$ cat src/rtl/bce_pkg.sv
// ---------------------------------------------------------------------------
// bce_pkg
// shared types and constants of the bezier curve evaluator
// ---------------------------------------------------------------------------
package bce_pkg;

   localparam int MAX_POINTS_DEF = 16;
   localparam int COORD_W        = 32;
   localparam int T_W            = 18;
   localparam int TQ_W           = 17;
   localparam int FRAC30_W       = 31;
   localparam int MUL_W          = 64;
   localparam int PROD_W         = 2 * MUL_W;
   localparam int CHUNK_W        = 16;
   localparam int RES_W          = 48;
   localparam int TOTAL_W        = 5;
   localparam int Q_DEPTH        = 2;

   localparam logic [TQ_W-1:0]     ONE_T = TQ_W'(65536);
   localparam logic [FRAC30_W-1:0] ONE30 = FRAC30_W'(32'h4000_0000);

   typedef enum logic [1:0] {
      CMD_CLEAR  = 2'd0,
      CMD_APPEND = 2'd1,
      CMD_EVAL   = 2'd2,
      CMD_NOP    = 2'd3
   } cmd_type;

   typedef enum logic [1:0] {
      STATUS_OK          = 2'd0,
      STATUS_UNDER_TWO   = 2'd1,
      STATUS_UNDER_THREE = 2'd2,
      STATUS_FULL        = 2'd3
   } status_type;

   typedef enum logic [3:0] {
      ST_IDLE,
      ST_SW_RD,
      ST_SW_WR,
      ST_PU_MUL,
      ST_T_RD,
      ST_T_CAP,
      ST_M_Q,
      ST_M_B,
      ST_M_V,
      ST_M_T,
      ST_FIN_MUL,
      ST_FIN,
      ST_DONE
   } state_type;

   typedef struct packed {
      cmd_type                 cmd;
      logic [COORD_W-1:0]      x;
      logic [COORD_W-1:0]      y;
      logic [TQ_W-1:0]         tq;
   } item_type;

   typedef struct packed {
      logic             start;
      logic [MUL_W-1:0] a;
      logic [MUL_W-1:0] b;
   } mul_req_type;

   typedef struct packed {
      logic              busy;
      logic              done;
      logic [PROD_W-1:0] prod;
   } mul_rsp_type;

endpackage

$ cat src/rtl/bce_front.sv
// ---------------------------------------------------------------------------
// bce_front
// accepts command beats, decodes the command, clamps t and queues the item
// ---------------------------------------------------------------------------
module bce_front
   import bce_pkg::*;
(
   input  logic                  clock,
   input  logic                  reset,
   input  logic                  req_valid,
   output logic                  req_ready,
   input  logic [1:0]            req_cmd,
   input  logic signed [31:0]    req_coord_x,
   input  logic signed [31:0]    req_coord_y,
   input  logic signed [T_W-1:0] req_param_t,
   output logic                  fifo_avail,
   output item_type              fifo_head,
   input  logic                  fifo_pop
);

   localparam int PW = (Q_DEPTH > 1) ? $clog2(Q_DEPTH) : 1;
   localparam int CW = $clog2(Q_DEPTH + 1);

   item_type          q_mem [Q_DEPTH];
   logic [PW-1:0]     wr_ff, wr_in, rd_ff, rd_in;
   logic [CW-1:0]     cnt_ff, cnt_in;
   logic              push;
   item_type          item;

   always_comb begin
      item.cmd = cmd_type'(req_cmd);
      item.x   = req_coord_x;
      item.y   = req_coord_y;
      if (req_param_t[T_W-1]) begin
         item.tq = '0;
      end else if (req_param_t > $signed({1'b0, ONE_T})) begin
         item.tq = ONE_T;
      end else begin
         item.tq = req_param_t[TQ_W-1:0];
      end
   end

   assign req_ready  = (cnt_ff != CW'(Q_DEPTH));
   assign push       = req_valid && req_ready;
   assign fifo_avail = (cnt_ff != '0);
   assign fifo_head  = q_mem[rd_ff];

   always_comb begin
      wr_in  = wr_ff;
      rd_in  = rd_ff;
      cnt_in = cnt_ff;
      if (push) begin
         wr_in = (wr_ff == PW'(Q_DEPTH - 1)) ? '0 : wr_ff + 1'b1;
      end
      if (fifo_pop) begin
         rd_in = (rd_ff == PW'(Q_DEPTH - 1)) ? '0 : rd_ff + 1'b1;
      end
      if (push && !fifo_pop) begin
         cnt_in = cnt_ff + 1'b1;
      end else if (!push && fifo_pop) begin
         cnt_in = cnt_ff - 1'b1;
      end
   end

   always_ff @(posedge clock) begin
      if (reset) begin
         wr_ff  <= '0;
         rd_ff  <= '0;
         cnt_ff <= '0;
      end else begin
         wr_ff  <= wr_in;
         rd_ff  <= rd_in;
         cnt_ff <= cnt_in;
      end
   end

   always_ff @(posedge clock) begin
      if (push) begin
         q_mem[wr_ff] <= item;
      end
   end

endmodule

$ cat config.mk
export PLATFORM = sky130hd
export DESIGN_NAME = bce_front
export DESIGN_NICKNAME = d
export VERILOG_FILES = /design/src/rtl/bce_pkg.sv /design/src/rtl/bce_front.sv
export SDC_FILE = /design/constraint.sdc
export NUM_CORES = 1
export LEC_CHECK = 0
export BUFFER_PORTS_ARGS = -buffer_cell sky130_fd_sc_hd__buf_2
export CAP_MARGIN = 20
export CELL_PAD_IN_SITES_DETAIL_PLACEMENT = 1
export CELL_PAD_IN_SITES_GLOBAL_PLACEMENT = 1
export CORE_MARGIN = 4
export CORE_UTILIZATION = 44
export DETAILED_ROUTE_END_ITERATION = 16
export PLACE_DENSITY_LB_ADDON = 0.1
export SYNTH_ARGS = -nofsm -noshare
export SYNTH_HDL_FRONTEND = slang
export SYNTH_SLANG_ARGS = --single-unit
$ cat constraint.sdc
create_clock -name clock -period 3.5 [get_ports clock]
set_clock_uncertainty 0.2 [all_clocks]
set_input_delay 0.175 -clock clock [delete_from_list [all_inputs] [get_ports clock]]
set_output_delay 0.175 -clock clock [all_outputs]
set_load 0.1 [all_outputs]
Word level (Yosys, flattened, before mapping)
Memory sizes are Yosys's and may differ from the RTL's. A register that Yosys moved wholly into a read port is not among the register bits.
Cells that the tools add are included.
- reductions and logical operators: 7
- magnitude comparators: 1
- add/subtract/negate cells: 4
- eq/ne operators: 1
- mux-type cells: 10
- operators by type and width (cell ; count):
    2-to-1 mux 17 bit ; 2
    greater-than comparator 18 bit, second input constant ; 1
    2-to-1 mux 1 bit ; 6
    2-to-1 mux 2 bit ; 2
    nonzero test 2 bit ; 2
    logical AND 1 bit ; 3
    adder 1 bit, second input constant ; 2
    adder 2 x 1 -> 2 bit, second input constant ; 1
    zero test 1 bit ; 2
    != test 2 bit, second input constant ; 1
    subtractor 2 x 1 -> 2 bit, second input constant ; 1
- bits in registers: 4
- bits in writable memories: 166
- output and inout port bits: 85
- memories: 1
- word-level logic and storage cells: 27
- bits of input ports: 88
- memories (name ; words ; bits a word ; read ports ; clocked after Yosys merged registers in ; write ports ; line ; RTL):
    q_mem ; 2 ; 83 ; 1 ; 1 ; 1 ; bce_front.sv:24 ; item_type q_mem [Q_DEPTH];

Depth between registers and ports, before layout
- depth in word-level cells: 6
- depth in mapped cells: 6

Worst setup path before layout
No wires, ideal clock.
- path kind: register to register
- start point: reg cnt_ff[0]
- end point: mem q_mem[1][0] in the netlist's numbering, enable pin
- data required time: 2849 ps
- buffers on the path: 0
- path slack: -486 ps
- arrival time: 3335 ps
- stages on the path, launching flop included: 3
- cells stage by stage: dfxtp_1 -> nand2b_1 -> and3_1
- longest elaborated chain between the ends: 4
- RTL lines (item ; line ; RTL):
    from (decl) ; bce_front.sv:26 ; logic [CW-1:0] cnt_ff, cnt_in;
    from (signal assigned) ; bce_front.sv:73 ; cnt_ff <= cnt_in;
    != test 2 bit ; bce_front.sv:43 ; assign req_ready = (cnt_ff != CW'(Q_DEPTH));
    via req_ready ; bce_front.sv:11 ; output logic req_ready,
    logical AND 1 bit ; bce_front.sv:44 ; assign push = req_valid && req_ready;
    2-to-1 mux 1 bit ; bce_front.sv:78 ; if (push) begin
    2-to-1 mux 1 bit (not written as such) ; bce_front.sv:79 ; q_mem[wr_ff] <= item;
    to (decl) ; bce_front.sv:24 ;
The timed path passes the listed nets, and every way through them passes these cells.

==> metrics.txt <==
status=complete, no violations; Via Count=3813; GRT Total Usage=19.2%; Overflow after GRT=0; Place WS=1.29 ns; GP Congestion=0.709; RSZ-0062 raised after global routing=false; CP max FO=42; Synth warnings=0; Final Hold Fails=0; peak supply drop=0.000433 V; crit share post-route=74.3%; flops & latches, synth=171; CORE AREA=14100 um^2; DP Wirelength=9.14 mm; sequential fraction of the synthesis area=79.2%; Initial Utilization=45.6%; Buf/Inv on CP=2; Initial DRT Pass Iterations=5; post-detailed-routing wire length=15.4 mm; syn nets=397; average size of a mapped cell=20.9 um^2; Post-synth EDFFs=166; final setup margin=0.899 ns; vias per cell=4.95; first-pass GRT wire length=24.0 mm; # rows=43; antenna-violating nets left=0; vias in the first global route=4308; # resized after CTS=0; largest net degree at the start of global routing=44; library cells used by synthesis=24; H-tree Lvls=4; Post-synth ARST share=0%; P&R area growth vs syn=39.8%; WS Path Type=reg2out; startpoint types=flop; Residual DRC=0; TNS Setup=0 ns; delay-heaviest family, CP=flip-flops; Clock Latency Late Sink=0.41 ns; # setup viols final=0; CTS Root Cell=clkbuf_16; io pins=173; layout cells sized above 1=51.5%; Slowest-stage cell, CP=dfxtp_4; Pwr Density=694 nW/um^2; setup bufs post-CTS=0; clock buffer depth=2; P_leak=3.38 nW; worst-path cell chain=buf_12, mux2_2, buf_2; Die Area=16600 um^2; 1st-iter DRT viols=173; Post-Syn Instances=308; Die W=129 um; final instance area=8980 um^2; most used flip-flop cell after synthesis=edfxtp_1; CTS sink count=171; Crit path largest cell delay=0.74 ns; layout net count=667; Hold Path Class=in2reg; Max-slew headroom=30.3%; Worst setup EP type=output pin; TritonCTS Buffers=17; WL/cell=20.0 um; clk slew on worst S/H paths=0.06 ns; worst-margin pin slew=1.04 ns; min Tclk post-route=2.60 ns; CP required=3.12 ns; placed inst area=7530 um^2; Max Freq=384 MHz; fillers=1311; initial antenna violation count=1; hold_buf cts=87; Post-Syn Area=6420 um^2; port bufs=172; Arr. time, crit path=2.23 ns; maxcap violations=0; Final Slew Violations=0; CTS tree=yes; chip height=129 um
## cells in the mapped netlist (2+ instances only)
cell      count  area share (%)
dfxtp_1       5             1.6
xor2_1        2            0.27
nor3b_1       6            0.70
buf_2         9            0.70
nor3b_2      10             1.9
mux2_2       83              15
nor4_1        4            0.39
inv_1         3            0.18
a21oi_1       2            0.16
edfxtp_1    166              78
clkbuf_1      2            0.12
nor2_1        4            0.23
## cell type report
| class | instances | area, um^2 | area share [%] |
|---|---|---|---|
| sequential | 171 | 5090 | 56.7 |
| timing repair buffer | 263 | 1800 | 20.0 |
| multi-input combinational | 122 | 1270 | 14.1 |
| clock buffer | 18 | 429 | 4.78 |
| tap | 180 | 225 | 2.51 |
| clock inverter | 13 | 153 | 1.70 |
| inverter | 3 | 15.0 | 0.167 |
| antenna | 1 | 2.50 | 0.0279 |
## through the flow
| stage | instances | power (mW) | utilization (%) | hold slack (ns) |
|---|---|---|---|---|
| CTS | 770 | 6.26 | 63.7 | 0.118 |
| global route | 771 | 6.45 | 63.7 | 0.189 |
| detailed placement | 652 | 4.34 | 53.4 | 0.167 |
| finish | 771 | 6.23 | 63.7 | 0.141 |
| global placement | 652 | 4.31 | 53.4 | 0.163 |
| floorplan | 308 | 4.02 | - | 0.0441 |
## report_power, final
group	internal [mW]	leakage [nW]	switching (mW)	total, mW
clock	1.11	0.287	0.748	1.86
sequential	2.48	1.60	0.0718	2.55
combinational	0.375	1.50	1.44	1.81
## cell families after synthesis
| kind of cell | Yosys count | synth area share, % |
|---|---|---|
| buffers and inverters | 15 | 1.17 |
| AO/OA/AOI/OAI | 5 | 0.643 |
| AND/OR/NAND/NOR | 30 | 3.88 |
| multiplexers | 83 | 14.6 |
| XOR/XNOR | 3 | 0.409 |
| adder cells (fa/ha/maj) | 1 | 0.195 |
| flip-flops | 171 | 79.2 |
## per-layer routing
layer	vias to the layer above	GRT usage, %	part of all wire (%)
met5	-	0	0
met4	0	6.61	1.2
met3	14	4.61	5.3
met2	126	32.7	51
met1	1915	24.1	42
li1	1758	-	-
## worst paths after layout
kind                         from      endpoint  slack, ns  depth (start not counted)
setup / recovery             flop  fifo_head[0]       0.90                          3
hold / removal    req_param_t[17]  q_mem[1][16]       0.14                          2
setup reg to reg        cnt_ff[0]   q_mem[1][5]       1.33                          3
hold reg to reg         cnt_ff[1]     cnt_ff[1]       0.32                          2
## worst reg2reg max path, stage by stage (launching register included)
cell and delay, ns:
dfxtp_1 0.39, nand2b_1 0.22, and3_4 0.65, buf_12 0.36
## layout by cell type, fill, tap and decap left out, drive strengths merged, types with 2 or more instances in the layout
| master | n |
|---|---|
| clkbuf | 18 |
| nor3b | 16 |
| xor2 | 2 |
| buf | 176 |
| nor4 | 4 |
| dfxtp | 5 |
| inv | 2 |
| nor2 | 4 |
| bufinv | 3 |
| clkinv | 9 |
| dlygate4sd3 | 87 |
| a21oi | 2 |
| mux2 | 83 |
| edfxtp | 166 |
| clkinvlp | 2 |
## flip-flops by register name, summed over array words and instances (netlist names), named ones only
name    flops
wr_ff       1
rd_ff       1
cnt_ff      2
q_mem     166
Note: power is estimated with default switching activity, not from simulation.
