<file path="config.mk">
export PLATFORM = sky130hd
export DESIGN_NAME = bce_mul
export DESIGN_NICKNAME = d
export VERILOG_FILES = /design/src/rtl/bce_pkg.sv /design/src/rtl/bce_mul.sv
export SDC_FILE = /design/constraint.sdc
export NUM_CORES = 2
export LEC_CHECK = 0
export BUFFER_PORTS_ARGS = -buffer_cell sky130_fd_sc_hd__buf_2
export CAP_MARGIN = 40
export CORE_MARGIN = 5
export CORE_UTILIZATION = 65
export DETAILED_ROUTE_END_ITERATION = 12
export GPL_ROUTABILITY_DRIVEN = 0
export PLACE_DENSITY_LB_ADDON = 0.05
export SYNTH_ARGS = -nofsm -noshare
export SYNTH_HDL_FRONTEND = slang
export SYNTH_SLANG_ARGS = --single-unit
</file>
<file path="constraint.sdc">
create_clock -name clock -period 11.2 [get_ports clock]
set_input_delay 1.68 -clock clock [delete_from_list [all_inputs] [get_ports clock]]
set_output_delay 1.68 -clock clock [all_outputs]
set_load 0.02 [all_outputs]
</file>
<file path="src/rtl/bce_pkg.sv">
// ---------------------------------------------------------------------------
// bce_pkg
// shared types and constants of the bezier curve evaluator
// ---------------------------------------------------------------------------
package bce_pkg;

   localparam int MAX_POINTS_DEF = 16;
   localparam int COORD_W        = 32;
   localparam int T_W            = 18;
   localparam int TQ_W           = 17;
   localparam int FRAC30_W       = 31;
   localparam int MUL_W          = 64;
   localparam int PROD_W         = 2 * MUL_W;
   localparam int CHUNK_W        = 16;
   localparam int RES_W          = 48;
   localparam int TOTAL_W        = 5;
   localparam int Q_DEPTH        = 2;

   localparam logic [TQ_W-1:0]     ONE_T = TQ_W'(65536);
   localparam logic [FRAC30_W-1:0] ONE30 = FRAC30_W'(32'h4000_0000);

   typedef enum logic [1:0] {
      CMD_CLEAR  = 2'd0,
      CMD_APPEND = 2'd1,
      CMD_EVAL   = 2'd2,
      CMD_NOP    = 2'd3
   } cmd_type;

   typedef enum logic [1:0] {
      STATUS_OK          = 2'd0,
      STATUS_UNDER_TWO   = 2'd1,
      STATUS_UNDER_THREE = 2'd2,
      STATUS_FULL        = 2'd3
   } status_type;

   typedef enum logic [3:0] {
      ST_IDLE,
      ST_SW_RD,
      ST_SW_WR,
      ST_PU_MUL,
      ST_T_RD,
      ST_T_CAP,
      ST_M_Q,
      ST_M_B,
      ST_M_V,
      ST_M_T,
      ST_FIN_MUL,
      ST_FIN,
      ST_DONE
   } state_type;

   typedef struct packed {
      cmd_type                 cmd;
      logic [COORD_W-1:0]      x;
      logic [COORD_W-1:0]      y;
      logic [TQ_W-1:0]         tq;
   } item_type;

   typedef struct packed {
      logic             start;
      logic [MUL_W-1:0] a;
      logic [MUL_W-1:0] b;
   } mul_req_type;

   typedef struct packed {
      logic              busy;
      logic              done;
      logic [PROD_W-1:0] prod;
   } mul_rsp_type;

endpackage

</file>
<file path="src/rtl/bce_mul.sv">
// ---------------------------------------------------------------------------
// bce_mul
// shared unsigned multiplier, 64 x 64 bits, one 16-bit digit of b per cycle
// ---------------------------------------------------------------------------
module bce_mul
   import bce_pkg::*;
(
   input  logic        clock,
   input  logic        reset,
   input  mul_req_type mreq,
   output mul_rsp_type mrsp
);

   localparam int KW = $clog2(MUL_W / CHUNK_W);

   logic [MUL_W-1:0]         a_ff, a_in, b_ff, b_in;
   logic [PROD_W-1:0]        prod_ff, prod_in;
   logic [KW-1:0]            k_ff, k_in;
   logic                     busy_ff, busy_in, done_ff, done_in;
   logic [MUL_W+CHUNK_W-1:0] part;

   assign part = a_ff * b_ff[CHUNK_W-1:0];

   always_comb begin
      a_in    = a_ff;
      b_in    = b_ff;
      prod_in = prod_ff;
      k_in    = k_ff;
      busy_in = busy_ff;
      done_in = 1'b0;
      if (mreq.start) begin
         a_in    = mreq.a;
         b_in    = mreq.b;
         prod_in = '0;
         k_in    = '0;
         busy_in = 1'b1;
      end else if (busy_ff) begin
         prod_in = prod_ff + (PROD_W'(part) << {k_ff, 4'b0000});
         b_in    = b_ff >> CHUNK_W;
         k_in    = k_ff + 1'b1;
         if (k_ff == '1) begin
            busy_in = 1'b0;
            done_in = 1'b1;
         end
      end
   end

   always_ff @(posedge clock) begin
      if (reset) begin
         busy_ff <= 1'b0;
         done_ff <= 1'b0;
         k_ff    <= '0;
      end else begin
         busy_ff <= busy_in;
         done_ff <= done_in;
         k_ff    <= k_in;
      end
   end

   always_ff @(posedge clock) begin
      a_ff    <= a_in;
      b_ff    <= b_in;
      prod_ff <= prod_in;
   end

   assign mrsp.busy = busy_ff;
   assign mrsp.done = done_ff;
   assign mrsp.prod = prod_ff;

endmodule

</file>
Yosys cells after proc, flatten, opt, wreduce, memory -nomap -nowiden:

Cells that the tools add are included.

* add/sub/neg operators: 2
* multiply operators: 1
* mux-type cells: 6
* shift operators: 1
* bitwise operators: 1
* eq/ne operators: 1
* reductions and logical operators: 3

Operators with widths (number)
* 128-bit adder: 1
* 64-bit two-way mux: 2
* 80-bit by 6-bit left shift with 128-bit output: 1
* 64-bit by 16-bit multiplier with 80-bit output: 1
* 1-bit two-way mux: 4
* 3-bit OR reduction: 1
* 2-bit by 1-bit adder with 2-bit output (second input constant): 1
* 2-bit == test (second input constant): 1
* 2-bit nonzero test: 1
* 2-bit OR reduction: 1
* 1-bit inverter: 1

* input bits: 131
* output and inout port bits: 130
* bits in registers: 260
* logic and storage cells: 21

Logic depth before layout (Yosys ltp):

* depth in word-level cells: 4
* gate-level depth with buffers: 42
* mapped depth without buffers: 38

Worst setup path before layout:

No wires, ideal clock.

* path kind: reg2reg
* start point: reg b_ff[1]
* end point: reg prod_ff[127]
* clock period less this slack: 9922 ps
* slack: 1278 ps
* arrival time: 9799 ps
* required time: 11077 ps
* setup time: 123 ps
* stages on the path, launching flop included: 39
* buffers on the path: 3
* path through: edfxtp_1 clkbuf_1 clkbuf_1 nand2_1 fa_1 inv_1 fa_1 inv_1 fa_1 inv_1 fa_1 fa_1 inv_1 fa_1 inv_1 ha_1 nand4_1 or3_1 (+3 left out) a2111o_1 a21oi_1 nor2_1 xor2_1 o21ai_0 ha_1 clkbuf_1 nand3_1 nor2_1 nand3_1 or4_1 o221a_2 o31a_1 o31ai_2 a2111oi_1 or3b_1 mux2i_1 mux2_1

* cells in the longest elaborated chain, start to end: 3

Ends and longest elaborated chain
* from (decl): RTL line bce_mul.sv:16 `logic [MUL_W-1:0] a_ff, a_in, b_ff, b_in;`
* from (signal assigned): RTL line bce_mul.sv:62 `b_ff <= b_in;`
* 64-bit by 16-bit multiplier with 80-bit output: RTL line bce_mul.sv:22 `assign part = a_ff * b_ff[CHUNK_W-1:0];`
* 80-bit by 6-bit left shift with 128-bit output: RTL line bce_mul.sv:38 `prod_in = prod_ff + (PROD_W'(part) << {k_ff, 4'b0000});`
* 128-bit adder: RTL line bce_mul.sv:38
* to (signal assigned): RTL line bce_mul.sv:63 `prod_ff <= prod_in;`
* to (decl): RTL line bce_mul.sv:17 `logic [PROD_W-1:0] prod_ff, prod_in;`

No other way between the ends.
A chain may end at the register's enable or synchronous reset.

Final worst setup path:

* start point: reg b_ff[3]
* end point: reg prod_ff[127]

Same word-level chain as after synthesis.

==> impl_metrics.py <==
metrics = {
    "critical_path": {
        "cp.required_ns": 11.67,
        "cp-end-kind": "flop",
        "path_delay_family": "adder cells",
        "cp_data_arrival_time_ns": 11.43,
        "crit_top_cell": "fa_1",
        "critPathMaxFanout": 25,
        "crit_path_start_kind": "flop",
        "setup.worst_path.class": "reg2reg",
        "cpPeakStageDelay_ns": 0.59,
        "path_buf_inv": 4,
        "critPathSlowestCell": "xnor2_1",
    },
    "drt": {
        "via_count": 43500,
        "viasPerCell": 6.06,
        "wl_mm": 159,
        "first_pass_iters": 6,
        "drt_iter0_drc": 4491,
        "route.detailed.drc": 0,
        "ant_nets": 0,
        "wl_per_cell_microns": 22.2,
    },
    "grt": {
        "grt_max_degree": 84,
        "grt_pass1_vias": 44700,
        "use_met2_pct": 60.8,
        "top_usage_layer": "met2",
        "grt_overflow_total": 0,
        "use_met3_pct": 9.62,
        "grt_util_all_layers_pct": 38.5,
        "grt_use_met1_pct": 49.4,
        "grt_antenna_before_repair": 3,
        "grt_first_pass_wirelength_mm": 250,
    },
    "placed_design": {
        "port-buffer-count": 260,
        "hpwl_mm": 124,
        "placed_area_sq_um": 53100,
        "dp_slack_ns": 0.0195,
    },
    "status": {
        "status": "finished clean",
    },
    "sta": {
        "tightest_slew_ns": 0.981,
        "fin_crit_sh_pct": 97.8,
        "fmax_ghz": 0.0913,
        "slew_headroom_pct": 34.6,
        "rsz0062_at_grt": "true",
        "skew_ns": 0.0378,
        "period_needed_ns": 10.96,
        "finalSetupViolations": 0,
        "fin_ws_ns": 0.242,
        "finalHoldViolations": 0,
        "slew_viol_final": 0,
    },
    "logic_synthesis": {
        "synth_top_flop_cell": "dfxtp_1",
        "syn_nets": 7261,
        "mappedNetlistArea_sq_um": 50800,
        "avgSynthCellArea_sq_um": 8.49,
        "yosys_warnings": 0,
        "synth_top_area_cell": "fa_1",
        "syn-instance-count": 5983,
        "synth.ff_latch_count": 260,
        "synth.distinct_cells": 86,
        "async_flop_share_pct": 0,
        "netlist_top_cells_area": "fa_1, edfxtp_1, inv_1",
        "synth-edff-count": 128,
        "yosysSeqAreaShare_pct": 12.8,
        "synth_top_area_share_pct": 34.2,
    },
    "clock_tree": {
        "cts_root_buf": "clkbuf_16",
        "holdBufCountCts": 0,
        "cts_htree_levels": 2,
        "cts_tree": "yes",
        "clk_path_buf_depth": 3,
        "worstSkewPairLatency_ns": 0.60,
        "cts_made_buffers": 35,
        "cts.sinks": 260,
        "clk_pin_slew_ns": 0.06,
    },
    "layout": {
        "syn_to_final_growth_pct": 8.16,
        "drive_above_1_share_pct": 10.0,
        "regArea_sq_um": 6490,
        "layout.nets": 7382,
        "multi_input_area_sq_um": 39400,
        "filler_cell_count": 6285,
        "fin_area_sq_um": 54900,
    },
    "floorplan": {
        "die_x_microns": 290,
        "dieArea_sq_um": 83800,
        "floorplan.initialDensity_pct": 65.6,
        "row_count": 102,
        "ioPinCount": 261,
        "die_h_microns": 290,
        "core_sq_um": 77500,
    },
    "min_path": {
        "hp-class": "reg2reg",
    },
    "run": {
        "maxCapViolations": 0,
    },
}
-- per-layer routing --
| metal | up-vias | routed length [microns] |
|---|---|---|
| met5 | - | 0 |
| met4 | 0 | 10300 |
| met3 | 582 | 16800 |
| met2 | 2393 | 72900 |
| met1 | 21300 | 59300 |
| li1 | 19200 | - |
-- per-stage QoR --
stage | setup TNS (ns) | hold slack, ns | utilization [%] | std cells
finish | 0 | 0.492 | 70.9 | 7174
detailed placement | 0 | 0.479 | 68.5 | 7045
global route | -0.0748 | 0.511 | 70.9 | 7171
global placement | 0 | 0.469 | 68.5 | 7044
floorplan | 0 | 0.525 | - | 5983
CTS | 0 | 0.489 | 70.1 | 7110
-- synth_stat cells (28+ instances only) --
| master | number |
|---|---|
| o21ai_0 | 203 |
| fa_1 | 867 |
| o21a_1 | 28 |
| a21oi_1 | 323 |
| clkbuf_1 | 316 |
| nor2_1 | 292 |
| inv_1 | 994 |
| a31oi_1 | 28 |
| mux2i_1 | 111 |
| nand2_1 | 943 |
| ha_1 | 280 |
| and2_1 | 386 |
| a21o_1 | 112 |
| mux2_2 | 61 |
| dfxtp_1 | 132 |
| nand3_1 | 43 |
| nand4_1 | 83 |
| xnor2_1 | 115 |
| nor3_1 | 45 |
| edfxtp_1 | 128 |
| o21bai_1 | 63 |
| xor2_1 | 74 |
-- worst min-delay path: stages, from the launching register on --
cell     delay [ns]
dfxtp_1        0.33
nand2_1        0.05
o21ai_0        0.06
-- placed cells by master (no fill, tap or decap), types with 44 or more instances in the layout --
master,instances
a21o_1,112
a21oi_1,319
and2_1,386
buf_2,259
buf_4,149
dfxtp_1,130
edfxtp_1,128
fa_1,867
ha_1,275
inv_1,993
mux2_2,61
mux2i_1,109
nand2_1,943
nand4_1,83
nor2_1,291
nor3_1,44
o21ai_0,200
o21bai_1,63
xnor2_1,111
xor2_1,71
-- kinds of logic (layout without fill, tap and decap cells) --
logic type	Yosys count	after routing	synth area share, %
simple gates	1901	1901	17.2
xor+xnor	189	189	3.26
fa+ha+maj	1147	1147	41.1
compound gates	970	970	12.1
buf+inv	1342	1489	9.98
flops	260	260	12.8
other cells	0	4	0
mux	174	174	3.61
-- cell type report --
type                       instances  area share [%]
multi-input combinational       4381            71.7
timing repair buffer             430            5.18
sequential                       260            11.8
clock buffer                      39            1.64
antenna                            4          0.0182
inverter                         996            6.80
tap                             1040            2.37
clock inverter                    24           0.487
-- what timing repair did --
item / 4_1_cts / 5_1_grt
setup buffers: 2 / 59
gates resized for setup: 1 / 31
endpoints found under the setup margin: 1 / 35
pin swaps: 0 / 3
-- sequential cells by signal (all words and copies together) (netlist names) --
signal and cells:
b_ff 64, done_ff 1, busy_ff 1, a_ff 64, prod_ff 128, k_ff 2
-- worst paths after layout --
kind / start / to / slack, ns / cells after the start
setup / recovery: b_ff[3]$_DFFE_PP_ / prod_ff[127]$_SDFFE_PP0P_ / 0.24 / 35
setup reg to reg: b_ff[3]$_DFFE_PP_ / prod_ff[127]$_SDFFE_PP0P_ / 0.24 / 35
hold / removal: prod_ff[92]$_SDFFE_PP0P_ / prod_ff[92]$_SDFFE_PP0P_ / 0.49 / 2
hold reg to reg: prod_ff[92]$_SDFFE_PP0P_ / prod_ff[92]$_SDFFE_PP0P_ / 0.49 / 2
Power is not shown: default switching activity piles up to over one toggle a cycle in this logic, so the estimate is an artifact.
