==> src/rtl/bce_pkg.sv <==
// ---------------------------------------------------------------------------
// bce_pkg
// shared types and constants of the bezier curve evaluator
// ---------------------------------------------------------------------------
package bce_pkg;

   localparam int MAX_POINTS_DEF = 16;
   localparam int COORD_W        = 32;
   localparam int T_W            = 18;
   localparam int TQ_W           = 17;
   localparam int FRAC30_W       = 31;
   localparam int MUL_W          = 64;
   localparam int PROD_W         = 2 * MUL_W;
   localparam int CHUNK_W        = 16;
   localparam int RES_W          = 48;
   localparam int TOTAL_W        = 5;
   localparam int Q_DEPTH        = 2;

   localparam logic [TQ_W-1:0]     ONE_T = TQ_W'(65536);
   localparam logic [FRAC30_W-1:0] ONE30 = FRAC30_W'(32'h4000_0000);

   typedef enum logic [1:0] {
      CMD_CLEAR  = 2'd0,
      CMD_APPEND = 2'd1,
      CMD_EVAL   = 2'd2,
      CMD_NOP    = 2'd3
   } cmd_type;

   typedef enum logic [1:0] {
      STATUS_OK          = 2'd0,
      STATUS_UNDER_TWO   = 2'd1,
      STATUS_UNDER_THREE = 2'd2,
      STATUS_FULL        = 2'd3
   } status_type;

   typedef enum logic [3:0] {
      ST_IDLE,
      ST_SW_RD,
      ST_SW_WR,
      ST_PU_MUL,
      ST_T_RD,
      ST_T_CAP,
      ST_M_Q,
      ST_M_B,
      ST_M_V,
      ST_M_T,
      ST_FIN_MUL,
      ST_FIN,
      ST_DONE
   } state_type;

   typedef struct packed {
      cmd_type                 cmd;
      logic [COORD_W-1:0]      x;
      logic [COORD_W-1:0]      y;
      logic [TQ_W-1:0]         tq;
   } item_type;

   typedef struct packed {
      logic             start;
      logic [MUL_W-1:0] a;
      logic [MUL_W-1:0] b;
   } mul_req_type;

   typedef struct packed {
      logic              busy;
      logic              done;
      logic [PROD_W-1:0] prod;
   } mul_rsp_type;

endpackage

==> src/rtl/bce_back.sv <==
// ---------------------------------------------------------------------------
// bce_back
// control point store, binomial row, power table and the evaluation sequencer
// ---------------------------------------------------------------------------
module bce_back
   import bce_pkg::*;
#(
   parameter int MAX_POINTS = MAX_POINTS_DEF
) (
   input  logic                    clock,
   input  logic                    reset,
   input  logic                    fifo_avail,
   input  item_type                fifo_head,
   output logic                    fifo_pop,
   output mul_req_type             mreq,
   input  mul_rsp_type             mrsp,
   output logic                    rsp_valid,
   input  logic                    rsp_ready,
   output logic [1:0]              rsp_status,
   output logic signed [RES_W-1:0] rsp_point_x,
   output logic signed [RES_W-1:0] rsp_point_y,
   output logic signed [RES_W-1:0] rsp_slope_x,
   output logic signed [RES_W-1:0] rsp_slope_y,
   output logic signed [RES_W-1:0] rsp_bend_x,
   output logic signed [RES_W-1:0] rsp_bend_y,
   output logic [TOTAL_W-1:0]      rsp_point_total
);

   localparam int IW   = $clog2(MAX_POINTS);
   localparam int CNTW = $clog2(MAX_POINTS + 1);
   localparam int BW   = MAX_POINTS;
   localparam int VW   = COORD_W + 3;

   function automatic logic signed [63:0] add_sat(input logic signed [63:0] a,
                                                  input logic signed [63:0] b);
      logic signed [64:0] s;
      s = {a[63], a} + {b[63], b};
      if (s[64] != s[63]) begin
         return s[64] ? {1'b1, 63'd0} : {1'b0, {63{1'b1}}};
      end
      return s[63:0];
   endfunction

   function automatic logic signed [63:0] sat_apply(input logic [PROD_W-1:0] p,
                                                    input logic neg);
      if (|p[PROD_W-1:63]) begin
         return neg ? {1'b1, 63'd0} : {1'b0, {63{1'b1}}};
      end
      return neg ? -$signed(p[63:0]) : $signed(p[63:0]);
   endfunction

   function automatic logic signed [RES_W-1:0] finish(input logic signed [63:0] acc);
      logic [63:0] mag;
      logic [64:0] s;
      logic [39:0] r;
      mag = acc[63] ? 64'(-acc) : 64'(acc);
      s   = {1'b0, mag} + 65'd8388608;
      r   = s[63:24];
      return acc[63] ? -$signed({8'd0, r}) : $signed({8'd0, r});
   endfunction

   // storage
   logic [63:0]          st_mem  [MAX_POINTS];
   logic [BW-1:0]        row_mem [MAX_POINTS];
   logic [FRAC30_W-1:0]  pu_mem  [MAX_POINTS];
   logic [63:0]          st_rd_ff;
   logic [BW-1:0]        row_rd_ff;
   logic [FRAC30_W-1:0]  pu_rd_ff;
   logic                 st_we, st_re, row_we, row_re, pu_we, pu_re;
   logic [IW-1:0]        st_wa, st_ra, row_wa, row_ra, pu_wa, pu_ra;
   logic [63:0]          st_wd;
   logic [BW-1:0]        row_wd;
   logic [FRAC30_W-1:0]  pu_wd;

   state_type                  state_ff, state_in;
   logic [CNTW-1:0]            count_ff, count_in, idx_ff, idx_in;
   logic [1:0]                 sub_ff, sub_in, order_ff, order_in;
   logic                       axis_ff, axis_in;
   logic [TQ_W-1:0]            tq_ff, tq_in;
   logic [BW-1:0]              prev1_ff, prev1_in, prev2_ff, prev2_in, curc_ff, curc_in;
   logic [FRAC30_W-1:0]        pt_ff, pt_in;
   logic signed [VW-1:0]       v_ff, v_in;
   logic signed [63:0]         acc_ff, acc_in;
   logic signed [RES_W-1:0]    res_ff [6];
   logic signed [RES_W-1:0]    res_in [6];
   status_type                 status_ff, status_in;
   logic                       rsp_valid_ff, rsp_valid_in;
   logic [1:0]                 rsp_status_ff;
   logic signed [RES_W-1:0]    rsp_res_ff [6];
   logic [TOTAL_W-1:0]         rsp_total_ff;

   logic [CNTW-1:0]            n_w, deg;
   logic [1:0]                 max_order;
   logic [TQ_W-1:0]            uq, uq_head;
   logic [PROD_W:0]            rnd16, rnd29, rnd6;
   logic signed [VW-1:0]       coord, term;
   logic [VW-1:0]              v_mag;
   logic [BW-1:0]              c1, c2, old;
   logic [63:0]                acc_mag;
   logic [2*CNTW-1:0]          mscale;
   logic [2:0]                 slot;

   assign n_w       = count_ff - 1'b1;
   assign deg       = n_w - CNTW'(order_ff);
   assign max_order = (n_w >= CNTW'(2)) ? 2'd2 : 2'd1;
   assign uq        = ONE_T - tq_ff;
   assign uq_head   = ONE_T - fifo_head.tq;
   assign rnd16     = {1'b0, mrsp.prod} + (PROD_W+1)'(32768);
   assign rnd29     = {1'b0, mrsp.prod} + (PROD_W+1)'(32'h2000_0000);
   assign rnd6      = {1'b0, mrsp.prod} + (PROD_W+1)'(32);
   assign coord     = axis_ff ? VW'($signed(st_rd_ff[63:32]))
                              : VW'($signed(st_rd_ff[31:0]));
   assign v_mag     = v_ff[VW-1] ? VW'(-v_ff) : VW'(v_ff);
   assign c1        = row_rd_ff - prev1_ff;
   assign c2        = c1 - prev2_ff;
   assign old       = (idx_ff == count_ff) ? '0 : row_rd_ff;
   assign acc_mag   = acc_ff[63] ? 64'(-acc_ff) : 64'(acc_ff);
   assign mscale    = (order_ff == 2'd1) ? (2*CNTW)'(n_w)
                                         : (2*CNTW)'(n_w * (n_w - 1'b1));
   assign slot      = {order_ff, axis_ff};

   always_comb begin
      if (order_ff == 2'd0) begin
         term = coord;
      end else if (order_ff == 2'd1) begin
         term = (sub_ff == 2'd0) ? -coord : coord;
      end else begin
         term = (sub_ff == 2'd1) ? -(coord <<< 1) : coord;
      end
   end

   always_comb begin
      state_in     = state_ff;
      count_in     = count_ff;
      idx_in       = idx_ff;
      sub_in       = sub_ff;
      order_in     = order_ff;
      axis_in      = axis_ff;
      tq_in        = tq_ff;
      prev1_in     = prev1_ff;
      prev2_in     = prev2_ff;
      curc_in      = curc_ff;
      pt_in        = pt_ff;
      v_in         = v_ff;
      acc_in       = acc_ff;
      status_in    = status_ff;
      res_in       = res_ff;
      rsp_valid_in = rsp_valid_ff && !rsp_ready;
      fifo_pop     = 1'b0;
      mreq         = '0;
      st_we  = 1'b0; st_wa  = '0; st_wd  = '0; st_re  = 1'b0; st_ra  = '0;
      row_we = 1'b0; row_wa = '0; row_wd = '0; row_re = 1'b0; row_ra = '0;
      pu_we  = 1'b0; pu_wa  = '0; pu_wd  = '0; pu_re  = 1'b0; pu_ra  = '0;

      unique case (state_ff)
         ST_IDLE: begin
            if (fifo_avail) begin
               fifo_pop  = 1'b1;
               status_in = STATUS_OK;
               tq_in     = fifo_head.tq;
               for (int k = 0; k < 6; k++) begin
                  res_in[k] = '0;
               end
               state_in = ST_DONE;
               unique case (fifo_head.cmd)
                  CMD_CLEAR: count_in = '0;
                  CMD_APPEND: begin
                     if (count_ff == CNTW'(MAX_POINTS)) begin
                        status_in = STATUS_FULL;
                     end else begin
                        st_we = 1'b1;
                        st_wa = count_ff[IW-1:0];
                        st_wd = {fifo_head.y, fifo_head.x};
                        if (count_ff == '0) begin
                           row_we   = 1'b1;
                           row_wa   = '0;
                           row_wd   = BW'(1);
                           count_in = CNTW'(1);
                        end else begin
                           idx_in   = '0;
                           prev1_in = '0;
                           state_in = ST_SW_RD;
                        end
                     end
                  end
                  CMD_EVAL: begin
                     if (count_ff < CNTW'(2)) begin
                        status_in = STATUS_UNDER_TWO;
                     end else begin
                        pu_we      = 1'b1;
                        pu_wa      = '0;
                        pu_wd      = ONE30;
                        idx_in     = CNTW'(1);
                        order_in   = 2'd0;
                        axis_in    = 1'b0;
                        mreq.start = 1'b1;
                        mreq.a     = MUL_W'(ONE30);
                        mreq.b     = MUL_W'(uq_head);
                        state_in   = ST_PU_MUL;
                     end
                  end
                  CMD_NOP: state_in = ST_DONE;
                  default: state_in = ST_DONE;
               endcase
            end
         end
         ST_SW_RD: begin
            row_re   = (idx_ff != count_ff);
            row_ra   = idx_ff[IW-1:0];
            state_in = ST_SW_WR;
         end
         ST_SW_WR: begin
            row_we   = 1'b1;
            row_wa   = idx_ff[IW-1:0];
            row_wd   = old + prev1_ff;
            prev1_in = old;
            if (idx_ff == count_ff) begin
               count_in = count_ff + 1'b1;
               state_in = ST_DONE;
            end else begin
               idx_in   = idx_ff + 1'b1;
               state_in = ST_SW_RD;
            end
         end
         ST_PU_MUL: begin
            if (mrsp.done) begin
               pu_we = 1'b1;
               pu_wa = idx_ff[IW-1:0];
               pu_wd = rnd16[FRAC30_W+15:16];
               if (idx_ff == n_w) begin
                  idx_in   = '0;
                  sub_in   = '0;
                  prev1_in = '0;
                  prev2_in = '0;
                  acc_in   = '0;
                  pt_in    = ONE30;
                  state_in = ST_T_RD;
               end else begin
                  idx_in     = idx_ff + 1'b1;
                  mreq.start = 1'b1;
                  mreq.a     = MUL_W'(rnd16[FRAC30_W+15:16]);
                  mreq.b     = MUL_W'(uq);
                  state_in   = ST_PU_MUL;
               end
            end
         end
         ST_T_RD: begin
            st_re = 1'b1;
            st_ra = IW'(idx_ff + CNTW'(sub_ff));
            if (sub_ff == 2'd0) begin
               row_re = 1'b1;
               row_ra = idx_ff[IW-1:0];
               pu_re  = 1'b1;
               pu_ra  = IW'(deg - idx_ff);
            end
            state_in = ST_T_CAP;
         end
         ST_T_CAP: begin
            v_in = ((sub_ff == 2'd0) ? '0 : v_ff) + term;
            if (sub_ff == order_ff) begin
               curc_in    = (order_ff == 2'd0) ? row_rd_ff :
                            (order_ff == 2'd1) ? c1 : c2;
               prev1_in   = c1;
               prev2_in   = c2;
               mreq.start = 1'b1;
               mreq.a     = MUL_W'(pt_ff);
               mreq.b     = MUL_W'(pu_rd_ff);
               state_in   = ST_M_Q;
            end else begin
               sub_in   = sub_ff + 1'b1;
               state_in = ST_T_RD;
            end
         end
         ST_M_Q: begin
            if (mrsp.done) begin
               mreq.start = 1'b1;
               mreq.a     = MUL_W'(curc_ff);
               mreq.b     = MUL_W'(rnd29[FRAC30_W+29:30]);
               state_in   = ST_M_B;
            end
         end
         ST_M_B: begin
            if (mrsp.done) begin
               mreq.start = 1'b1;
               mreq.a     = MUL_W'(v_mag);
               mreq.b     = rnd6[MUL_W+5:6];
               state_in   = ST_M_V;
            end
         end
         ST_M_V: begin
            if (mrsp.done) begin
               acc_in     = add_sat(acc_ff, sat_apply(mrsp.prod, v_ff[VW-1]));
               mreq.start = 1'b1;
               mreq.a     = MUL_W'(pt_ff);
               mreq.b     = MUL_W'(tq_ff);
               state_in   = ST_M_T;
            end
         end
         ST_M_T: begin
            if (mrsp.done) begin
               pt_in = rnd16[FRAC30_W+15:16];
               if (idx_ff == deg) begin
                  if (order_ff == 2'd0) begin
                     state_in = ST_FIN;
                  end else begin
                     mreq.start = 1'b1;
                     mreq.a     = acc_mag;
                     mreq.b     = MUL_W'(mscale);
                     state_in   = ST_FIN_MUL;
                  end
               end else begin
                  idx_in   = idx_ff + 1'b1;
                  sub_in   = '0;
                  state_in = ST_T_RD;
               end
            end
         end
         ST_FIN_MUL: begin
            if (mrsp.done) begin
               acc_in   = sat_apply(mrsp.prod, acc_ff[63]);
               state_in = ST_FIN;
            end
         end
         ST_FIN: begin
            for (int k = 0; k < 6; k++) begin
               if (slot == 3'(k)) begin
                  res_in[k] = finish(acc_ff);
               end
            end
            idx_in   = '0;
            sub_in   = '0;
            prev1_in = '0;
            prev2_in = '0;
            acc_in   = '0;
            pt_in    = ONE30;
            state_in = ST_T_RD;
            if (!axis_ff) begin
               axis_in = 1'b1;
            end else begin
               axis_in = 1'b0;
               if (order_ff == max_order) begin
                  status_in = (n_w < CNTW'(2)) ? STATUS_UNDER_THREE : STATUS_OK;
                  state_in  = ST_DONE;
               end else begin
                  order_in = order_ff + 1'b1;
               end
            end
         end
         ST_DONE: begin
            if (!rsp_valid_ff || rsp_ready) begin
               rsp_valid_in = 1'b1;
               state_in     = ST_IDLE;
            end
         end
         default: state_in = ST_IDLE;
      endcase
   end

   always_ff @(posedge clock) begin
      if (reset) begin
         state_ff     <= ST_IDLE;
         count_ff     <= '0;
         rsp_valid_ff <= 1'b0;
      end else begin
         state_ff     <= state_in;
         count_ff     <= count_in;
         rsp_valid_ff <= rsp_valid_in;
      end
   end

   always_ff @(posedge clock) begin
      idx_ff    <= idx_in;
      sub_ff    <= sub_in;
      order_ff  <= order_in;
      axis_ff   <= axis_in;
      tq_ff     <= tq_in;
      prev1_ff  <= prev1_in;
      prev2_ff  <= prev2_in;
      curc_ff   <= curc_in;
      pt_ff     <= pt_in;
      v_ff      <= v_in;
      acc_ff    <= acc_in;
      status_ff <= status_in;
      res_ff    <= res_in;
      if (state_ff == ST_DONE && (!rsp_valid_ff || rsp_ready)) begin
         rsp_status_ff <= status_ff;
         rsp_res_ff    <= res_ff;
         rsp_total_ff  <= TOTAL_W'(count_ff);
      end
   end

   always_ff @(posedge clock) begin
      if (st_we) begin
         st_mem[st_wa] <= st_wd;
      end
      if (st_re) begin
         st_rd_ff <= st_mem[st_ra];
      end
   end

   always_ff @(posedge clock) begin
      if (row_we) begin
         row_mem[row_wa] <= row_wd;
      end
      if (row_re) begin
         row_rd_ff <= row_mem[row_ra];
      end
   end

   always_ff @(posedge clock) begin
      if (pu_we) begin
         pu_mem[pu_wa] <= pu_wd;
      end
      if (pu_re) begin
         pu_rd_ff <= pu_mem[pu_ra];
      end
   end

   assign rsp_valid       = rsp_valid_ff;
   assign rsp_status      = rsp_status_ff;
   assign rsp_point_x     = rsp_res_ff[0];
   assign rsp_point_y     = rsp_res_ff[1];
   assign rsp_slope_x     = rsp_res_ff[2];
   assign rsp_slope_y     = rsp_res_ff[3];
   assign rsp_bend_x      = rsp_res_ff[4];
   assign rsp_bend_y      = rsp_res_ff[5];
   assign rsp_point_total = rsp_total_ff;

`ifndef SYNTHESIS
   a_count_bound: assert property (@(posedge clock) disable iff (reset)
      count_ff <= CNTW'(MAX_POINTS))
      else $error("point count beyond store depth");

   a_mul_free: assert property (@(posedge clock) disable iff (reset)
      mreq.start |-> (!mrsp.busy || mrsp.done))
      else $error("multiplier started while busy");

   a_mul_owner: assert property (@(posedge clock) disable iff (reset)
      mrsp.done |-> (state_ff == ST_PU_MUL || state_ff == ST_M_Q || state_ff == ST_M_B ||
                     state_ff == ST_M_V || state_ff == ST_M_T || state_ff == ST_FIN_MUL))
      else $error("multiplier result with no waiting step");

   a_rsp_from_done: assert property (@(posedge clock) disable iff (reset)
      $rose(rsp_valid_ff) |-> $past(state_ff) == ST_DONE)
      else $error("result beat raised outside completion");
`endif

endmodule

==> config.mk <==
export PLATFORM = sky130hd
export DESIGN_NAME = bce_back
export DESIGN_NICKNAME = d
export VERILOG_FILES = /design/src/rtl/bce_pkg.sv /design/src/rtl/bce_back.sv
export SDC_FILE = /design/constraint.sdc
export NUM_CORES = 2
export LEC_CHECK = 0
export BUFFER_PORTS_ARGS = -buffer_cell sky130_fd_sc_hd__buf_2
export CAP_MARGIN = 15
export CORE_MARGIN = 2
export CORE_UTILIZATION = 40
export DETAILED_ROUTE_END_ITERATION = 7
export PLACE_DENSITY = 0.54
export SLEW_MARGIN = 10
export SYNTH_ARGS = -nofsm -noshare
export SYNTH_HDL_FRONTEND = slang
export SYNTH_SLANG_ARGS = --single-unit
==> constraint.sdc <==
create_clock -name clock -period 25.9 [get_ports clock]
set_input_delay 6.475 -clock clock [delete_from_list [all_inputs] [get_ports clock]]
set_output_delay 6.475 -clock clock [all_outputs]
set_load 0.01 [all_outputs]
==> Yosys cells after proc, flatten, opt, wreduce, memory -nomap -nowiden <==
Memories as Yosys holds them, arrays and structs flattened. A register that Yosys moved wholly into a read port is not among the register bits.
Cells that the tools add are included.
{ "classes": {"add_sub_neg": 26, "eq_ne": 63, "reduce_logical": 39, "n_mul": 1, "magnitude_cmp": 3, "muxes": 190} }
{ "ops": {"columns": ["cell", "count"], "rows": [
  ["129-bit 2-to-1 mux", 12],
  ["64-bit 2-to-1 mux", 22],
  ["129-bit case mux with 7 select lines", 1],
  ["288-bit case mux with 2 select lines", 1],
  ["48-bit 2-to-1 mux", 7],
  ["288-bit 2-to-1 mux", 1],
  ["64-bit case mux with 4 select lines", 1],
  ["35-bit 2-to-1 mux", 7],
  ["31-bit 2-to-1 mux", 7],
  ["16-bit 2-to-1 mux", 11],
  ["64-bit negator", 2],
  ["35-bit negator", 3],
  ["4-bit 2-to-1 mux", 26],
  ["31-bit case mux with 3 select lines", 1],
  ["16-bit case mux with 5 select lines", 1],
  ["70-bit by 6-bit adder with 70-bit output (second input constant)", 1],
  ["64-bit by 64-bit adder with 65-bit output", 1],
  ["5-bit 2-to-1 mux", 13],
  ["65-bit OR reduction", 1],
  ["64-bit by 24-bit adder with 64-bit output (second input constant)", 1],
  ["31-bit case mux with 2 select lines", 1],
  ["61-bit by 30-bit adder with 61-bit output (second input constant)", 1],
  ["2-bit inequality test (second input constant)", 26],
  ["4-bit case mux with 13 select lines", 1],
  ["other kinds (63)", 173]
]} }
{ "totals": {"out_inout_bits": 426, "mem_count": 3, "inputBits": 217, "elab_cells": 354, "register_bits": 800, "ram_bits": 1776} }
{ "mem_list": {"columns": ["memory", "depth", "width", "rd", "rd_clocked_by_memory_dff", "write_ports", "line_no", "source"], "rows": [
  ["st_mem", 16, 64, 1, 1, 1, "bce_back.sv:63", "logic [63:0] st_mem [MAX_POINTS];"],
  ["pu_mem", 16, 31, 1, 1, 1, "bce_back.sv:65", "logic [FRAC30_W-1:0] pu_mem [MAX_POINTS];"],
  ["row_mem", 16, 16, 1, 1, 1, "bce_back.sv:64", "logic [BW-1:0] row_mem [MAX_POINTS];"]
]} }

==> Longest topological paths before layout <==
{ "logic_depth": {"ltp_word": 15, "mapped_depth": 30, "ltp_nobuf": 26} }

==> Least setup slack after synthesis <==
Ideal clock, no wire load.
{ "synth_path": {"path_kind": "input port to flip-flop", "start": "input rsp_ready", "end": "register rsp_res_ff (netlist bit rsp_bend_x[0]), enable pin", "required_ns": 24.910, "path_stages": 2, "path_slack_ns": 5.384, "arrival_time_ns": 19.526, "setup_ns": 0.990, "n_path_buf": 0, "cell_sequence": "nand2b_1 -> nor2b_1"} }
{ "synth_between": {"elab_chain_cells": 2} }
{ "synth_lines": {"columns": ["item", "line_no", "source"], "rows": [
  ["start: declaration", "bce_back.sv:18", "input logic rsp_ready,"],
  ["1-bit logical OR", "bce_back.sv:385", "if (state_ff == ST_DONE && (!rsp_valid_ff || rsp_ready)) begin"],
  ["1-bit logical AND", "bce_back.sv:385", null],
  ["end signal: assignment", "bce_back.sv:387", "rsp_res_ff <= res_ff;"],
  ["end: declaration", "bce_back.sv:89", "logic signed [RES_W-1:0] rsp_res_ff [6];"]
]} }
No other way between the ends.
A chain may end at the register's enable or synchronous reset.

==> run_results.csv <==
group,metric,value,unit
floorplan,io_pins,643,
logic_synthesis,ys_ff_latch,2687,
clock_tree,post_cts_buffers,0,
clock_tree,clk_pin_slew,0.06,ns
setup_path,crit_top_cell,"nand3_1",
setup_path,slowest_delay,1.04,ns
global_route,grt_pass1_wl,581000,um
clock_tree,ctsHoldBuffers,0,
logic_synthesis,synth_edf_count,2677,
global_route,grt_pass1_vias,81200,
routing,route.detailed.drc,0,
global_route,grtUsageMet3,5.11,%
worst_hold_path,hp-class,"flip-flop to flip-flop",
floorplan,fp-row-count,202,
sta,rsz0062_at_grt,"false",
sta,period_share,66.9,%
setup_path,reg2reg_from,"v_ff[34]",
status,status,"complete, no violations",
global_route,antenna_found_initial,76,
pwr,cellPowerDensity,94.1,nW/um2
routing,ant_nets,0,
setup_path,arrival,10.86,ns
routing,drt-initial-drc-count,9370,
global_route,overflow,0,
clock_tree,cts_made_buffers,298,
setup_path,crit_chain,"buf_2, ha_1, nand3_1, nor3_1, nand3_1, nor2_1, nand3_1, nor3_1, nand2_1, nor2_1, nand3_1, nor2b_1, nand2_1, xor2_1, nor2_1, buf_2",
setup_path,crit_fanout,9,
clock_tree,root_buffer,"clkbuf_16",
placed_design,hpwlAfterDp,263000,um
clock_tree,cts.sinks,2687,
floorplan,die_w,556,um
logic_synthesis,ys_top_cells_by_count,"2,677 x edfxtp_1, 1,180 x nand2_1, 675 x nor2_1, 559 x clkbuf_1, 499 x a21oi_1",
clock_tree,post_cts_resized,0,
setup_path,cp-end-kind,"primary output",
global_route,global_route.peak_usage_layer,"met2",
pwr,power,13.1,mW
final_layout,area_growth_syn_to_layout,14.3,%
sta,worst_slew_pin_slew,1.34,ns
placed_design,routabilityCongestion,0.955,
sta,slew_viol_final,0,
setup_path,worstSetupStartpointType,"input pin",
placed_design,numPortBuffers,641,
logic_synthesis,synth_area_leaders,"edfxtp_1 66%, nand2_1 3.6%, nor2_1 2.1%, xnor2_1 2.1%, ha_1 2.1%",
floorplan,die_h,556,um
logic_synthesis,yosysMostFrequentCell,"edfxtp_1",
floorplan,core-area,303000,um2
logic_synthesis,syn_nets,9975,
setup_path,r2r_slack,17.69,ns
clock_tree,clk_latency,0.94,ns
placed_design,dp_slack,8.93,ns
logic_synthesis,synthArstFlopShare,0,%
final_layout,postLayoutCellArea,139000,um2
logic_synthesis,yosysSeqAreaShare,66.0,%
setup_path,startpoint,"mrsp[29]",
placed_design,place_area,130000,um2
setup_path,path_class,"input pin to primary output",
sta,fin_ws,8.56,ns
logic_synthesis,syn_area_per_cell,12.8,um2
logic_synthesis,synth.distinct_cells,102,
flow_run,drv_cap,0,
floorplan,die_area,310000,um2
global_route,met2_usage,42.1,%
pwr,leakagePower,48.1,nW
logic_synthesis,synthFlopType,"edfxtp_1",
sta,period_needed,17.34,ns
logic_synthesis,ys_warn_count,0,
pwr,irDropWorstVdd,0.163,mV
worst_hold_path,min_from,"res_ff[242]",
logic_synthesis,syn_area,122000,um2
clock_tree,tritoncts,"built",
final_layout,finalNetCount,10500,
sta,clock.fmax,57.7,MHz
setup_path,required,19.42,ns
routing,firstDrtPassIters,7,
clock_tree,cts_max_path_buffers,4,
global_route,grt_usage,25.7,%
global_route,grt_util_met1,32.9,%
routing,viasPerCell,5.93,
sta,tns,0,ns
sta,setup_viol,0,
logic_synthesis,netlist_instances,9538,
global_route,grt_max_degree,175,
logic_synthesis,synth_top_cell_by_area,"edfxtp_1",
routing,wl_per_cell,28.7,um
final_layout,layout-drive-gt1-share,14.8,%
clock_tree,cts_max_level,5,
sta,hold_viol_final,0,
routing,routed_wl,411000,um
floorplan,start_util,40.2,%
sta,slew-limit-headroom,10.3,%
logic_synthesis,synth_top_area_share,65.9,%
sta,skew,0.0722,ns
routing,vias,84900,
setup_path,crit_slowest_cell,"nor3_1",
## critical path: cells and delay by family
family	cells	cell delay, ns
simple gates	12	3.31
buf+inv	2	0.55
fa+ha+maj	1	0.35
xor+xnor	1	0.14
## layer usage
layer | up-vias | share of wire [%] | wire, um
met5 | - | 0.033 | 137
met4 | 20 | 4.6 | 19000
met3 | 786 | 7.8 | 32000
met2 | 3608 | 47 | 195000
met1 | 42700 | 40 | 165000
li1 | 37700 | - | -
## worst paths after layout
| path | cells after the start | end |
|---|---|---|
| setup / recovery | 16 | mreq[59] |
| setup reg to reg | 19 | acc_ff[35] |
| hold reg to reg | 0 | rsp_point_x[2] |
| hold / removal | 0 | rsp_point_x[2] |
## kinds of logic after synthesis
| group | share of synthesized area [%] |
|---|---|
| XOR/XNOR | 3.60 |
| adder cells (fa/ha/maj) | 2.37 |
| buffers and inverters | 2.43 |
| flip-flops | 66.0 |
| AND/OR/NAND/NOR | 10.9 |
| AO/OA/AOI/OAI | 12.2 |
| multiplexers | 2.46 |
## sequential cells by signal, indices dropped and copies added (netlist names), 64 cells and up
signal    flops
st_rd_ff     64
pu_mem      496
res_ff      288
st_mem     1024
acc_ff       64
row_mem     256
## power breakdown
part           switching, mW  internal (mW)
clock network           1.75           2.31
logic                   2.35           1.28
registers              0.172           5.26
## cells in the final DEF, fill, tap and decap left out, types with 72 or more instances in the layout
| cell type | n |
|---|---|
| nor3_1 | 171 |
| a311oi_1 | 163 |
| clkbuf_16 | 305 |
| nor2_1 | 646 |
| inv_1 | 163 |
| edfxtp_1 | 2677 |
| nor4_1 | 75 |
| o22ai_1 | 363 |
| buf_2 | 641 |
| a21o_1 | 72 |
| and2_1 | 125 |
| a211oi_1 | 166 |
| mux2i_1 | 127 |
| a21oi_1 | 498 |
| xnor2_1 | 286 |
| nand3_1 | 166 |
| nand2_1 | 1169 |
| buf_4 | 196 |
| o21ai_0 | 273 |
| ha_1 | 197 |
| and3_1 | 89 |
| or3_1 | 74 |
| a31oi_1 | 189 |
| xor2_1 | 213 |
## final cells by class
class / count / area (um2)
well taps: 3978 / 4980
flip-flops and latches: 2687 / 80600
clock buffers: 358 / 7830
clock inverters: 180 / 1430
inverters: 167 / 627
multi-input cells: 6065 / 39100
repair buffers: 847 / 4840
diodes: 38 / 95.1
fillers: 27100 / 164000
## metrics by stage
| stage | hold slack [ns] | std cells | util (%) |
|---|---|---|---|
| 6_report | 0.404 | 14300 | 46.0 |
| 5_1_grt | 0.408 | 14300 | 46.0 |
| 4_1_cts | 0.406 | 14300 | 45.9 |
| 3_5_place_dp | 0.405 | 13700 | 42.9 |
| 3_3_place_gp | 0.401 | 13700 | 42.9 |
| 2_1_floorplan | 0.400 | 9538 | - |
No activity file was read; power rests on OpenSTA's default activity.
